<file path="config.mk">
export PLATFORM = sky130hd
export DESIGN_NAME = gradient_noise_3d
export DESIGN_NICKNAME = d
export VERILOG_FILES = /design/src/sv/gn3_pkg.sv /design/src/sv/gn3_mulq.sv /design/src/sv/gn3_hash.sv /design/src/sv/gradient_noise_3d.sv
export SDC_FILE = /design/constraint.sdc
export NUM_CORES = 2
export LEC_CHECK = 0
export ABC_CLOCK_PERIOD_IN_PS = 29700
export BUFFER_PORTS_ARGS = -buffer_cell sky130_fd_sc_hd__buf_2
export CORE_ASPECT_RATIO = 1.1
export CORE_MARGIN = 1
export CORE_UTILIZATION = 45
export CTS_CLUSTER_SIZE = 30
export DETAILED_ROUTE_END_ITERATION = 8
export PLACE_DENSITY_LB_ADDON = 0.05
export RECOVER_POWER = 25
export SLEW_MARGIN = 0
export SYNTH_ARGS = -nofsm -noshare
export SYNTH_HDL_FRONTEND = slang
export SYNTH_HIERARCHICAL = 1
export SYNTH_SLANG_ARGS = --single-unit
</file>
<file path="constraint.sdc">
create_clock -name i_clk -period 29.7 [get_ports i_clk]
set_input_delay 2.97 -clock i_clk [delete_from_list [all_inputs] [get_ports i_clk]]
set_output_delay 2.97 -clock i_clk [all_outputs]
set_load 0.02 [all_outputs]
</file>
<file path="src/sv/gn3_pkg.sv">
// Shared types and constants of the 3-D gradient noise block.
package gn3_pkg;

    // Default configuration
    localparam int TABLE_SIZE_DEF = 256;
    localparam int FRAC_BITS_DEF  = 16;

    // Fixed field widths
    localparam int COORD_W = 32;
    localparam int ENTRY_W = 8;
    localparam int OUT_W   = 19;
    localparam int HASH_W  = 4;
    localparam int N_CORNER = 8;

    // Item function codes
    localparam logic FUNC_WRITE = 1'b0;
    localparam logic FUNC_QUERY = 1'b1;

    // Gradient selection thresholds on the low hash nibble
    localparam logic [HASH_W-1:0] HASH_U_FROM_Y = 4'd8;
    localparam logic [HASH_W-1:0] HASH_V_FROM_Y = 4'd4;
    localparam logic [HASH_W-1:0] HASH_V_X_LO   = 4'd12;
    localparam logic [HASH_W-1:0] HASH_V_X_HI   = 4'd14;

    // Main sequencer states
    typedef enum logic [1:0] {
        S_IDLE,
        S_FADE,
        S_GRAD,
        S_LERP
    } t_state;

    // Table read schedule: one address per step, read data arrives in the next step
    typedef enum logic [3:0] {
        H_X,
        H_X1,
        H_A,
        H_A1,
        H_B,
        H_B1,
        H_AA,
        H_AA1,
        H_AB,
        H_AB1,
        H_BA,
        H_BA1,
        H_BB,
        H_BB1,
        H_LAST
    } t_hstep;

    // Requests from the main sequencer to the hash unit
    typedef struct packed {
        logic start;
        logic wr;
    } t_hash_req;

endpackage

</file>
<file path="src/sv/gn3_mulq.sv">
// Shared fixed-point multiplier: registered product, round half away from zero.
module gn3_mulq #(
    parameter int FRAC_BITS = gn3_pkg::FRAC_BITS_DEF
) (
    input  logic                        i_clk,
    input  logic signed [FRAC_BITS+4:0] i_a,
    input  logic        [FRAC_BITS:0]   i_t,
    output logic signed [FRAC_BITS+4:0] o_m
);

    localparam int DW = FRAC_BITS + 5;
    localparam int TW = FRAC_BITS + 1;
    localparam int PW = DW + TW;
    localparam logic [PW-1:0] L_HALF = PW'(1) << (FRAC_BITS - 1);

    logic [DW-1:0] w_mag;
    logic [PW-1:0] r_prod;
    logic          r_neg;
    logic [PW-1:0] w_rnd;

    // t is never negative, so the sign follows the first operand alone
    assign w_mag = i_a[DW-1] ? DW'(-i_a) : DW'(i_a);

    always_ff @(posedge i_clk) begin
        r_prod <= PW'(w_mag) * PW'(i_t);
        r_neg  <= i_a[DW-1];
    end

    assign w_rnd = (r_prod + L_HALF) >> FRAC_BITS;
    assign o_m   = r_neg ? -$signed(w_rnd[DW-1:0]) : $signed(w_rnd[DW-1:0]);

endmodule

</file>
<file path="src/sv/gn3_hash.sv">
// Permutation table and corner hash sequencer.
module gn3_hash #(
    parameter int TABLE_SIZE = gn3_pkg::TABLE_SIZE_DEF
) (
    input  logic                                          i_clk,
    input  logic                                          i_rst_n,
    input  gn3_pkg::t_hash_req                            i_req,
    input  logic [gn3_pkg::ENTRY_W-1:0]                   i_wr_idx,
    input  logic [gn3_pkg::ENTRY_W-1:0]                   i_wr_val,
    input  logic [$clog2(TABLE_SIZE)-1:0]                 i_cell_x,
    input  logic [$clog2(TABLE_SIZE)-1:0]                 i_cell_y,
    input  logic [$clog2(TABLE_SIZE)-1:0]                 i_cell_z,
    output logic                                          o_valid,
    output logic [gn3_pkg::N_CORNER-1:0][gn3_pkg::HASH_W-1:0] o_hash
);

    import gn3_pkg::*;

    localparam int AW = $clog2(TABLE_SIZE);

    logic [ENTRY_W-1:0] r_mem [TABLE_SIZE];
    logic [ENTRY_W-1:0] r_rd;
    logic [AW-1:0]      w_addr;

    t_hstep        r_step;
    logic          r_run;
    logic          r_valid;
    logic [AW-1:0] r_cx, r_cy, r_cz;
    logic [AW-1:0] r_ha, r_hb, r_aa, r_ab, r_ba, r_bb;
    logic [N_CORNER-1:0][HASH_W-1:0] r_h;
    logic [AW-1:0] w_plus_y, w_plus_z;

    // Table port: one write and one read a cycle, read data registered
    always_ff @(posedge i_clk) begin
        if (i_req.wr) begin
            r_mem[AW'(i_wr_idx)] <= i_wr_val;
        end
        r_rd <= r_mem[w_addr];
    end

    always_comb begin
        case (r_step)
            H_X:     w_addr = r_cx;
            H_X1:    w_addr = r_cx + AW'(1);
            H_A:     w_addr = r_ha;
            H_A1:    w_addr = r_ha + AW'(1);
            H_B:     w_addr = r_hb;
            H_B1:    w_addr = r_hb + AW'(1);
            H_AA:    w_addr = r_aa;
            H_AA1:   w_addr = r_aa + AW'(1);
            H_AB:    w_addr = r_ab;
            H_AB1:   w_addr = r_ab + AW'(1);
            H_BA:    w_addr = r_ba;
            H_BA1:   w_addr = r_ba + AW'(1);
            H_BB:    w_addr = r_bb;
            H_BB1:   w_addr = r_bb + AW'(1);
            default: w_addr = r_cx;
        endcase
    end

    assign w_plus_y = AW'(r_rd) + r_cy;
    assign w_plus_z = AW'(r_rd) + r_cz;

    always_ff @(posedge i_clk) begin
        if (!i_rst_n) begin
            r_run   <= 1'b0;
            r_valid <= 1'b0;
            r_step  <= H_X;
        end else if (i_req.start) begin
            r_run   <= 1'b1;
            r_valid <= 1'b0;
            r_step  <= H_X;
        end else if (r_run) begin
            if (r_step == H_LAST) begin
                r_run   <= 1'b0;
                r_valid <= 1'b1;
            end else begin
                r_step <= t_hstep'(r_step + 4'd1);
            end
        end
    end

    // Latch the cells on start; capture the read issued in the previous step
    always_ff @(posedge i_clk) begin
        if (i_req.start) begin
            r_cx <= i_cell_x;
            r_cy <= i_cell_y;
            r_cz <= i_cell_z;
        end
        if (r_run) begin
            case (r_step)
                H_X1:    r_ha   <= w_plus_y;
                H_A:     r_hb   <= w_plus_y;
                H_A1:    r_aa   <= w_plus_z;
                H_B:     r_ab   <= w_plus_z;
                H_B1:    r_ba   <= w_plus_z;
                H_AA:    r_bb   <= w_plus_z;
                H_AA1:   r_h[0] <= r_rd[HASH_W-1:0];
                H_AB:    r_h[4] <= r_rd[HASH_W-1:0];
                H_AB1:   r_h[2] <= r_rd[HASH_W-1:0];
                H_BA:    r_h[6] <= r_rd[HASH_W-1:0];
                H_BA1:   r_h[1] <= r_rd[HASH_W-1:0];
                H_BB:    r_h[5] <= r_rd[HASH_W-1:0];
                H_BB1:   r_h[3] <= r_rd[HASH_W-1:0];
                H_LAST:  r_h[7] <= r_rd[HASH_W-1:0];
                default: ;
            endcase
        end
    end

    assign o_valid = r_valid;
    assign o_hash  = r_h;

endmodule

</file>
<file path="src/sv/gradient_noise_3d.sv">
// Top level of the 3-D gradient noise block: sequencer, fade and blend datapath.
// A query runs its 12 fade products, the gradient step and then its 7 blend products,
// each product through the one shared multiplier, issued and then collected from its output
// register, and returns its result on o_valid. busy stays high until the result appears,
// so a new query is taken only after the last result. Table writes go back to back.
// Reset clears the sequencer only; the permutation table holds garbage until written.
module gradient_noise_3d #(
    parameter int TABLE_SIZE = gn3_pkg::TABLE_SIZE_DEF,
    parameter int FRAC_BITS  = gn3_pkg::FRAC_BITS_DEF
) (
    input  logic                               i_clk,
    input  logic                               i_rst_n,
    input  logic                               start,
    output logic                               busy,
    input  logic                               i_func,
    input  logic [gn3_pkg::ENTRY_W-1:0]        i_entry_index,
    input  logic [gn3_pkg::ENTRY_W-1:0]        i_entry_value,
    input  logic signed [gn3_pkg::COORD_W-1:0] i_x_coord,
    input  logic signed [gn3_pkg::COORD_W-1:0] i_y_coord,
    input  logic signed [gn3_pkg::COORD_W-1:0] i_z_coord,
    output logic                               o_valid,
    output logic signed [gn3_pkg::OUT_W-1:0]   o_noise_value
);

    import gn3_pkg::*;

    // TABLE_SIZE is a power of two; cells and hashes wrap in AW bits
    localparam int AW = $clog2(TABLE_SIZE);
    localparam int DW = FRAC_BITS + 5;   // signed working width, -16.0 up to just under +16.0
    localparam int TW = FRAC_BITS + 1;   // blend weight, 0.0 to 1.0 inclusive

    localparam logic signed [DW-1:0] L_ONE     = DW'(1 << FRAC_BITS);
    localparam logic signed [DW-1:0] L_TWO     = DW'(2 << FRAC_BITS);
    localparam logic signed [DW-1:0] L_TEN     = DW'(10 * (1 << FRAC_BITS));
    localparam logic signed [DW-1:0] L_FIFTEEN = DW'(15 * (1 << FRAC_BITS));

    localparam logic [1:0] FSTEP_POLY = 2'd0;
    localparam logic [1:0] FSTEP_LAST = 2'd3;
    localparam logic [1:0] AXIS_LAST  = 2'd2;
    localparam logic [2:0] LERP_V_1ST = 3'd4;
    localparam logic [2:0] LERP_W_1ST = 3'd6;
    localparam logic [2:0] LERP_LAST  = 3'd6;

    // Sequencer
    t_state r_state, n_state;
    logic       r_ph;      // 0: issue product, 1: collect it
    logic [1:0] r_axis;
    logic [1:0] r_fstep;
    logic [2:0] r_lerp;
    logic       r_out_vld;

    // Datapath
    logic [FRAC_BITS-1:0]   r_frac [3];
    logic [TW-1:0]          r_fade [3];
    logic signed [DW-1:0]   r_acc;
    logic signed [DW-1:0]   r_val [N_CORNER];
    logic signed [DW-1:0]   r_la;
    logic signed [OUT_W-1:0] r_noise;

    t_hash_req w_hreq;
    logic      w_query_go;
    logic      w_hash_vld;
    logic [N_CORNER-1:0][HASH_W-1:0] w_hash;

    logic signed [COORD_W-1:0] w_fx, w_fy, w_fz;
    logic signed [DW-1:0] w_mul_a, w_mul_m, w_tx, w_sum, w_sat;
    logic [TW-1:0]        w_mul_t, w_fade_c;
    logic signed [DW-1:0] w_grad [N_CORNER];
    logic signed [DW-1:0] w_p0 [3];
    logic signed [DW-1:0] w_p1 [3];
    logic [2:0]           w_widx;

    function automatic logic signed [DW-1:0] grad_f(
        input logic [HASH_W-1:0] h,
        input logic signed [DW-1:0] gx,
        input logic signed [DW-1:0] gy,
        input logic signed [DW-1:0] gz
    );
        logic signed [DW-1:0] gu;
        logic signed [DW-1:0] gv;
        gu = (h < HASH_U_FROM_Y) ? gx : gy;
        gv = (h < HASH_V_FROM_Y) ? gy :
             ((h == HASH_V_X_LO || h == HASH_V_X_HI) ? gx : gz);
        return (h[0] ? -gu : gu) + (h[1] ? -gv : gv);
    endfunction

    // Integer cell of each coordinate: floor, wrapped to the table
    assign w_fx = i_x_coord >>> FRAC_BITS;
    assign w_fy = i_y_coord >>> FRAC_BITS;
    assign w_fz = i_z_coord >>> FRAC_BITS;

    gn3_hash #(
        .TABLE_SIZE (TABLE_SIZE)
    ) u_hash (
        .i_clk    (i_clk),
        .i_rst_n  (i_rst_n),
        .i_req    (w_hreq),
        .i_wr_idx (i_entry_index),
        .i_wr_val (i_entry_value),
        .i_cell_x (w_fx[AW-1:0]),
        .i_cell_y (w_fy[AW-1:0]),
        .i_cell_z (w_fz[AW-1:0]),
        .o_valid  (w_hash_vld),
        .o_hash   (w_hash)
    );

    gn3_mulq #(
        .FRAC_BITS (FRAC_BITS)
    ) u_mul (
        .i_clk (i_clk),
        .i_a   (w_mul_a),
        .i_t   (w_mul_t),
        .o_m   (w_mul_m)
    );

    // Next state
    always_comb begin
        n_state = r_state;
        case (r_state)
            S_IDLE: begin
                if (start && i_func == FUNC_QUERY) n_state = S_FADE;
            end
            S_FADE: begin
                if (r_ph && r_fstep == FSTEP_LAST && r_axis == AXIS_LAST) n_state = S_GRAD;
            end
            S_GRAD: begin
                if (w_hash_vld) n_state = S_LERP;
            end
            S_LERP: begin
                if (r_ph && r_lerp == LERP_LAST) n_state = S_IDLE;
            end
            default: n_state = S_IDLE;
        endcase
    end

    // Sequencer outputs
    always_comb begin
        busy         = 1'b1;
        w_hreq.start = 1'b0;
        w_hreq.wr    = 1'b0;
        case (r_state)
            S_IDLE: begin
                busy         = 1'b0;
                w_hreq.start = start && (i_func == FUNC_QUERY);
                w_hreq.wr    = start && (i_func == FUNC_WRITE);
            end
            default: busy = 1'b1;
        endcase
    end

    assign w_query_go = w_hreq.start;

    // Shared multiplier operands
    always_comb begin
        w_tx = $signed({5'b0, r_frac[r_axis]});
        if (r_state == S_LERP) begin
            w_mul_a = r_val[1] - r_val[0];
            if (r_lerp < LERP_V_1ST) begin
                w_mul_t = r_fade[0];
            end else if (r_lerp < LERP_W_1ST) begin
                w_mul_t = r_fade[1];
            end else begin
                w_mul_t = r_fade[2];
            end
        end else begin
            w_mul_t = {1'b0, r_frac[r_axis]};
            // Horner: t * (6t - 15) first, then repeated t * acc
            w_mul_a = (r_fstep == FSTEP_POLY) ?
                      (w_tx <<< 2) + (w_tx <<< 1) - L_FIFTEEN : r_acc;
        end
    end

    // Clamp the fade curve to 0.0 .. 1.0
    always_comb begin
        if (w_mul_m < 0) begin
            w_fade_c = '0;
        end else if (w_mul_m > L_ONE) begin
            w_fade_c = L_ONE[TW-1:0];
        end else begin
            w_fade_c = w_mul_m[TW-1:0];
        end
    end

    // Corner gradients: bit 0 picks x-1, bit 1 y-1, bit 2 z-1
    always_comb begin
        for (int a = 0; a < 3; a++) begin
            w_p0[a] = $signed({5'b0, r_frac[a]});
            w_p1[a] = w_p0[a] - L_ONE;
        end
        for (int i = 0; i < N_CORNER; i++) begin
            w_grad[i] = grad_f(w_hash[i],
                               ((i & 1) != 0) ? w_p1[0] : w_p0[0],
                               ((i & 2) != 0) ? w_p1[1] : w_p0[1],
                               ((i & 4) != 0) ? w_p1[2] : w_p0[2]);
        end
    end

    // Blend result and output saturation to +-2.0
    assign w_sum  = r_la + w_mul_m;
    assign w_sat  = (w_sum > L_TWO) ? L_TWO : ((w_sum < -L_TWO) ? -L_TWO : w_sum);
    // Each blend eats two values from the head; its result joins the tail
    assign w_widx = LERP_LAST - r_lerp;

    // Control registers
    always_ff @(posedge i_clk) begin
        if (!i_rst_n) begin
            r_state   <= S_IDLE;
            r_ph      <= 1'b0;
            r_axis    <= '0;
            r_fstep   <= '0;
            r_lerp    <= '0;
            r_out_vld <= 1'b0;
        end else begin
            r_state   <= n_state;
            r_out_vld <= 1'b0;
            case (r_state)
                S_IDLE: begin
                    r_ph    <= 1'b0;
                    r_axis  <= '0;
                    r_fstep <= '0;
                    r_lerp  <= '0;
                end
                S_FADE: begin
                    r_ph <= ~r_ph;
                    if (r_ph) begin
                        r_fstep <= r_fstep + 2'd1;
                        if (r_fstep == FSTEP_LAST) r_axis <= r_axis + 2'd1;
                    end
                end
                S_LERP: begin
                    r_ph <= ~r_ph;
                    if (r_ph) begin
                        r_lerp <= r_lerp + 3'd1;
                        if (r_lerp == LERP_LAST) r_out_vld <= 1'b1;
                    end
                end
                default: ;
            endcase
        end
    end

    // Datapath registers
    always_ff @(posedge i_clk) begin
        if (w_query_go) begin
            r_frac[0] <= i_x_coord[FRAC_BITS-1:0];
            r_frac[1] <= i_y_coord[FRAC_BITS-1:0];
            r_frac[2] <= i_z_coord[FRAC_BITS-1:0];
        end
        case (r_state)
            S_FADE: begin
                if (r_ph) begin
                    case (r_fstep)
                        FSTEP_POLY: r_acc <= w_mul_m + L_TEN;
                        FSTEP_LAST: r_fade[r_axis] <= w_fade_c;
                        default:    r_acc <= w_mul_m;
                    endcase
                end
            end
            S_GRAD: begin
                if (w_hash_vld) begin
                    for (int i = 0; i < N_CORNER; i++) r_val[i] <= w_grad[i];
                end
            end
            S_LERP: begin
                if (!r_ph) begin
                    // Hold the low end, advance the queue by two
                    r_la <= r_val[0];
                    for (int i = 0; i < N_CORNER - 2; i++) r_val[i] <= r_val[i+2];
                end else begin
                    r_val[w_widx] <= w_sum;
                    if (r_lerp == LERP_LAST) r_noise <= OUT_W'(COORD_W'(w_sat));
                end
            end
            default: ;
        endcase
    end

    assign o_valid       = r_out_vld;
    assign o_noise_value = r_noise;

endmodule

</file>
== Word level (Yosys, flattened, before mapping) ==
Memory sizes are Yosys's and may differ from the RTL's. A register that Yosys moved wholly into a read port is not among the register bits.
Cells that the tools add are included.
Word-level totals
  register bits: 220
  RAM bits: 2315
  input bits: 116
  output and inout port bits: 21
  logic and storage cells: 306
  memories: 4
Operators by class
  add/subtract/negate cells: 49
  $mul: 1
  $lt $le $gt $ge: 22
  equality and inequality tests: 43
  multiplexer cells: 99
  bitwise operators: 11
  reduce and logical (&&, ||, !) cells: 45
Memory list
  u_hash.r_mem: depth 256, width 8, rd ports 1, clocked after memory_dff 1, write ports 1, line gn3_hash.sv:21  | logic [ENTRY_W-1:0] r_mem [TABLE_SIZE];
  r_val: depth 8, width 21, rd ports 8, clocked after memory_dff 0, write ports 8, line gradient_noise_3d.sv:56  | logic signed [DW-1:0] r_val [N_CORNER];
  r_fade: depth 3, width 17, rd ports 3, clocked after memory_dff 0, write ports 1, line gradient_noise_3d.sv:54  | logic [TW-1:0] r_fade [3];
  r_frac: depth 3, width 16, rd ports 4, clocked after memory_dff 1, write ports 3, line gradient_noise_3d.sv:53  | logic [FRAC_BITS-1:0] r_frac [3];
Operators with widths (number)
  21-bit two-way mux: 46
  21-bit negation: 15
  21-bit adder: 9
  8-bit case mux with 13 select lines: 1
  4-bit equality test (second input constant): 23
  17-bit two-way mux: 5
  16-bit two-way mux: 5
  16-bit negation with 21-bit output: 3
  8-bit by 1-bit adder with 8-bit output (second input constant): 7
  16-bit by 17-bit subtractor with 18-bit output (second input constant): 3
  21-bit case mux with 2 select lines: 1
  37-bit by 16-bit adder with 37-bit output (second input constant): 1
  21-bit by 17-bit multiplier with 37-bit output: 1
  2-bit AND reduction: 18
  4-bit by 3-bit less-than comparator with 1-bit output (second input constant): 8
  4-bit less-than comparator (second input constant): 8
  1-bit two-way mux: 23
  21-bit adder (second input constant): 1
  21-bit by 18-bit greater-than comparator with 1-bit output (second input constant): 1
  21-bit by 19-bit greater-than comparator with 1-bit output (second input constant): 1
  21-bit by 1-bit less-than comparator with 1-bit output (second input constant): 1
  21-bit by 18-bit less-than comparator with 1-bit output (second input constant): 1
  21-bit OR reduction: 1
  19-bit by 20-bit subtractor with 21-bit output (second input constant): 1
  32 further kinds: 86

== Depth between registers and ports, before layout ==
  depth in word-level cells: 9
  gate-level depth with buffers: 42

== By module ==
Netlist, hierarchy kept.
By module, submodules not included
  gn3_hash: instances 1, cells an instance 4980, area each 86185.2 um^2, sequential area each 64902.2 um^2
  gradient_noise_3d: instances 1, cells an instance 4515, area each 37178.2 um^2, sequential area each 10109.7 um^2
  gn3_mulq: instances 1, cells an instance 1582, area each 13320.3 um^2, sequential area each 460.4 um^2

== Worst setup path before layout ==
No wires, ideal clock.
  kind: register to register
  from: memory r_frac[0][3] (netlist name)
  to: register u_mul.r_prod[36]
  library setup time: 0.124 ns
  arrival time: 10.137 ns
  path slack: 19.439 ns
  stages on the path, launching flop included: 40
  buffers on the path: 5
  clock period less this slack: 10.261 ns
  path through: edfxtp_1 clkbuf_1 clkbuf_1 clkbuf_1 mux2i_1 o21ai_0 ha_1 ha_1 a21o_1 a21o_1 a2111oi_0 nor3_1 o31ai_1 xnor2_1 nand2_1 a22oi_1 or3_1 nor4_1 [... 4 more ...] fa_1 fa_1 inv_1 fa_1 fa_1 fa_1 inv_1 fa_1 inv_1 ha_1 clkbuf_1 nand2_1 o21ai_0 a21oi_1 o21ai_0 a221o_1 o2111a_1 a2111o_1
RTL lines
  from (decl): line gradient_noise_3d.sv:53
  to (signal assigned): line gn3_mulq.sv:25  | r_prod <= PW'(w_mag) * PW'(i_t);
  to (decl): line gn3_mulq.sv:17  | logic [PW-1:0] r_prod;

==> results.cfg <==
[clock_tree]
clock-sinks = 2530
cts_tree = built
cts_resized = 0
cts_buffer_depth = 4
htree_levels = 5
numCtsBuffers = 283
clockRootBuffer = clkbuf_16
ctsHoldBuffers = 0
post-cts-setup-buffers = 0
clk_pin_slew_ns = 0.07
clk-insertion-delay-late_ns = 0.90

[yosys]
synth_edf_count = 2480
syn_nets = 11873
synth.most_common_cell = edfxtp_1
avgSynthCellArea_um2 = 12.3
yosys-top-cells-area = edfxtp_1, mux4_2, fa_1
yosys_most_used_dff = edfxtp_1
synth.top_cell.area_share_pct = 54.5
synth-seq-cells = 2530
async_reset_ff_share_pct = 0
synthTopCellsByCount = edfxtp_1, nand2_1, nor2_1, inv_1, a21oi_1
ys_warn_count = 6
yosys.area.top_type = edfxtp_1
ys_types = 112
syn_inst = 11077
syn_area_um2 = 137000
synth_sequential_area_ratio_pct = 55.2

[placement]
place_congestion = 0.923
placed_cells = 14792
dpl-instance-area_um2 = 142000
port_buffers = 112
place_hpwl_um = 299000

[floorplanning]
ioPinCount = 137
coreArea_um2 = 301000
rows = 211
die_h_um = 580
die_x_um = 527
start_util_pct = 45.4
dieArea_um2 = 306000

[routing]
remaining_drc_errors = 0
drtIter0Drc = 8968
antenna_left = 0
finalWirelength_um = 449000
vias_per_cell = 6.05
drt-pass1-iter-count = 7
vias = 92757
wl_per_cell_um = 29.3

[sta]
setup_viol = 0
min_period_over_period_pct = 41.1
layout_min_cycle_time_ns = 12.21
rsz0062_at_grt = false
max_slew_margin_pct = -330
fin_skew_ns = 0.0734
setup_tns_ns = 0
slew_violations = 1188
hold_ws_ns = 0.558
hold_viol = 0
tightestPinTransition_ns = 6.46
max_freq_ghz = 0.0819

[run]
maxCapViolCount = 19

[setup_path]
crit_path_end_kind = flip-flop
crit_type = flip-flop to flip-flop
slowest_stage = dfxtp_2
cp_max_fo = 16
slowest_delay_ns = 0.98
start_kind = flip-flop
crit_arrival_ns = 12.91
required_ns = 30.40
cpMostUsedCell = fa_1

[finish]
final_area_um2 = 150000
nNetsFinal = 11826
instances_no_fill = 15324
drive_above_1_share_pct = 10.8
areaGrowthSynthToFinish_pct = 10.1

[global_route]
grt_pass1_wl_um = 643000
grt.overflow.total = 0
grt_pass1_vias = 91303
grt_max_degree = 138
antenna_found_initial = 29
grt_use_total_pct = 28.9

[hold_path]
hold_class = flip-flop to flip-flop

[status]
status = finished with violations
violations = max-capacitance violations, max-slew violations
[metrics by stage]
stage | setup WS, ns | util [%]
after global routing | 17.01 | 50.0
after floorplan | 19.44 | -
after CTS | 17.66 | 50.0
final | 17.49 | 50.0
after global placement | 15.95 | 47.0
after detailed placement | 17.78 | 47.0
[kinds of logic (layout without fill, tap and decap cells)]
| logic type | after synthesis | count (layout) | synth area share, % |
|---|---|---|---|
| AOI/OAI and AO/OA | 2036 | 2036 | 9.94 |
| xor gates and xnor gates | 483 | 483 | 3.10 |
| adders and majority gates | 680 | 680 | 7.84 |
| buffers and inverters | 1280 | 1455 | 3.87 |
| DFF | 2530 | 2530 | 55.2 |
| muxes | 779 | 779 | 8.78 |
| other | 0 | 25 | 0 |
| and+or+nand+nor | 3289 | 3289 | 11.2 |
[registers in the layout, indices dropped and copies added (netlist names), 4 cells and up, named ones only]
signal,flops
u_hash/r_mem,2048
r_val,168
r_fade,51
r_frac,48
u_hash/o_hash,32
u_mul/r_prod,22
r_acc,21
r_la,21
o_noise_value,19
u_hash/r_aa,8
u_hash/r_ab,8
u_hash/r_ba,8
u_hash/r_bb,8
u_hash/r_cx,8
u_hash/r_cy,8
u_hash/r_cz,8
u_hash/r_ha,8
u_hash/r_hb,8
u_hash/r_rd,8
u_hash/r_step,4
[area by class of cell]
type                       count  area, um2
clock inverter               164       1550
antenna                       25       62.6
inverter                     545       2050
clock buffer                 343       7470
fill                       26143     151000
timing repair buffer         403       2720
multi-input combinational   7267      56100
sequential                  2530      75500
tap                         4047       5060
[placed cells by master (no fill, tap or decap), types with 84 or more instances in the layout]
| master | synthesis | final |
|---|---|---|
| a311oi_1 | 110 | 110 |
| a21oi_1 | 479 | 477 |
| mux4_2 | 332 | 332 |
| a31oi_1 | 115 | 115 |
| fa_1 | 294 | 294 |
| o22ai_1 | 84 | 84 |
| xnor2_1 | 302 | 298 |
| edfxtp_1 | 2480 | 2480 |
| a211oi_1 | 263 | 262 |
| nor2_1 | 667 | 666 |
| clkbuf_1 | 439 | 113 |
| xor2_1 | 180 | 178 |
| and3_1 | 174 | 174 |
| o21ai_0 | 343 | 336 |
| nand3_1 | 218 | 211 |
| ha_1 | 386 | 386 |
| nor2b_1 | 154 | 154 |
| buf_4 | 40 | 259 |
| and2_1 | 197 | 192 |
| inv_1 | 542 | 541 |
| clkbuf_16 | 0 | 290 |
| nand2_1 | 1309 | 1306 |
| nor3_1 | 183 | 177 |
| a21o_1 | 100 | 100 |
| mux2i_1 | 410 | 410 |
[worst max-delay path: cells and delay by family, from the launching register on]
family / cells / cell delay, ns
fa+ha+maj: 9 / 4.07
flops: 1 / 0.98
buf+inv: 2 / 0.37
simple gates: 9 / 2.96
compound gates: 11 / 2.75
mux: 1 / 0.83
[layer usage]
metal	vias up	GRT usage, %	part of all wire [%]
met2	3640	47.0	47
met4	6	15.8	6.2
met3	944	4.29	6.7
li1	41130	-	-
met1	47037	37.1	40
met5	-	0	0.0078
[path summary, 6_finish.rpt]
path / slack (ns) / cells after the start / to / start
max: 17.49 / 32 / u_mul/r_prod[33]$_DFF_P_ / flip-flop
min: 0.56 / 2 / r_fstep[1]$_SDFFE_PN0P_ / r_fstep[1]$_SDFFE_PN0P_
max reg2reg: 17.49 / 32 / u_mul/r_prod[33]$_DFF_P_ / flip-flop
min reg2reg: 0.56 / 2 / r_fstep[1]$_SDFFE_PN0P_ / r_fstep[1]$_SDFFE_PN0P_
Power is left out: the tool's default activity adds up to more than one toggle a clock period on the data nets, which glitch-free logic cannot reach.
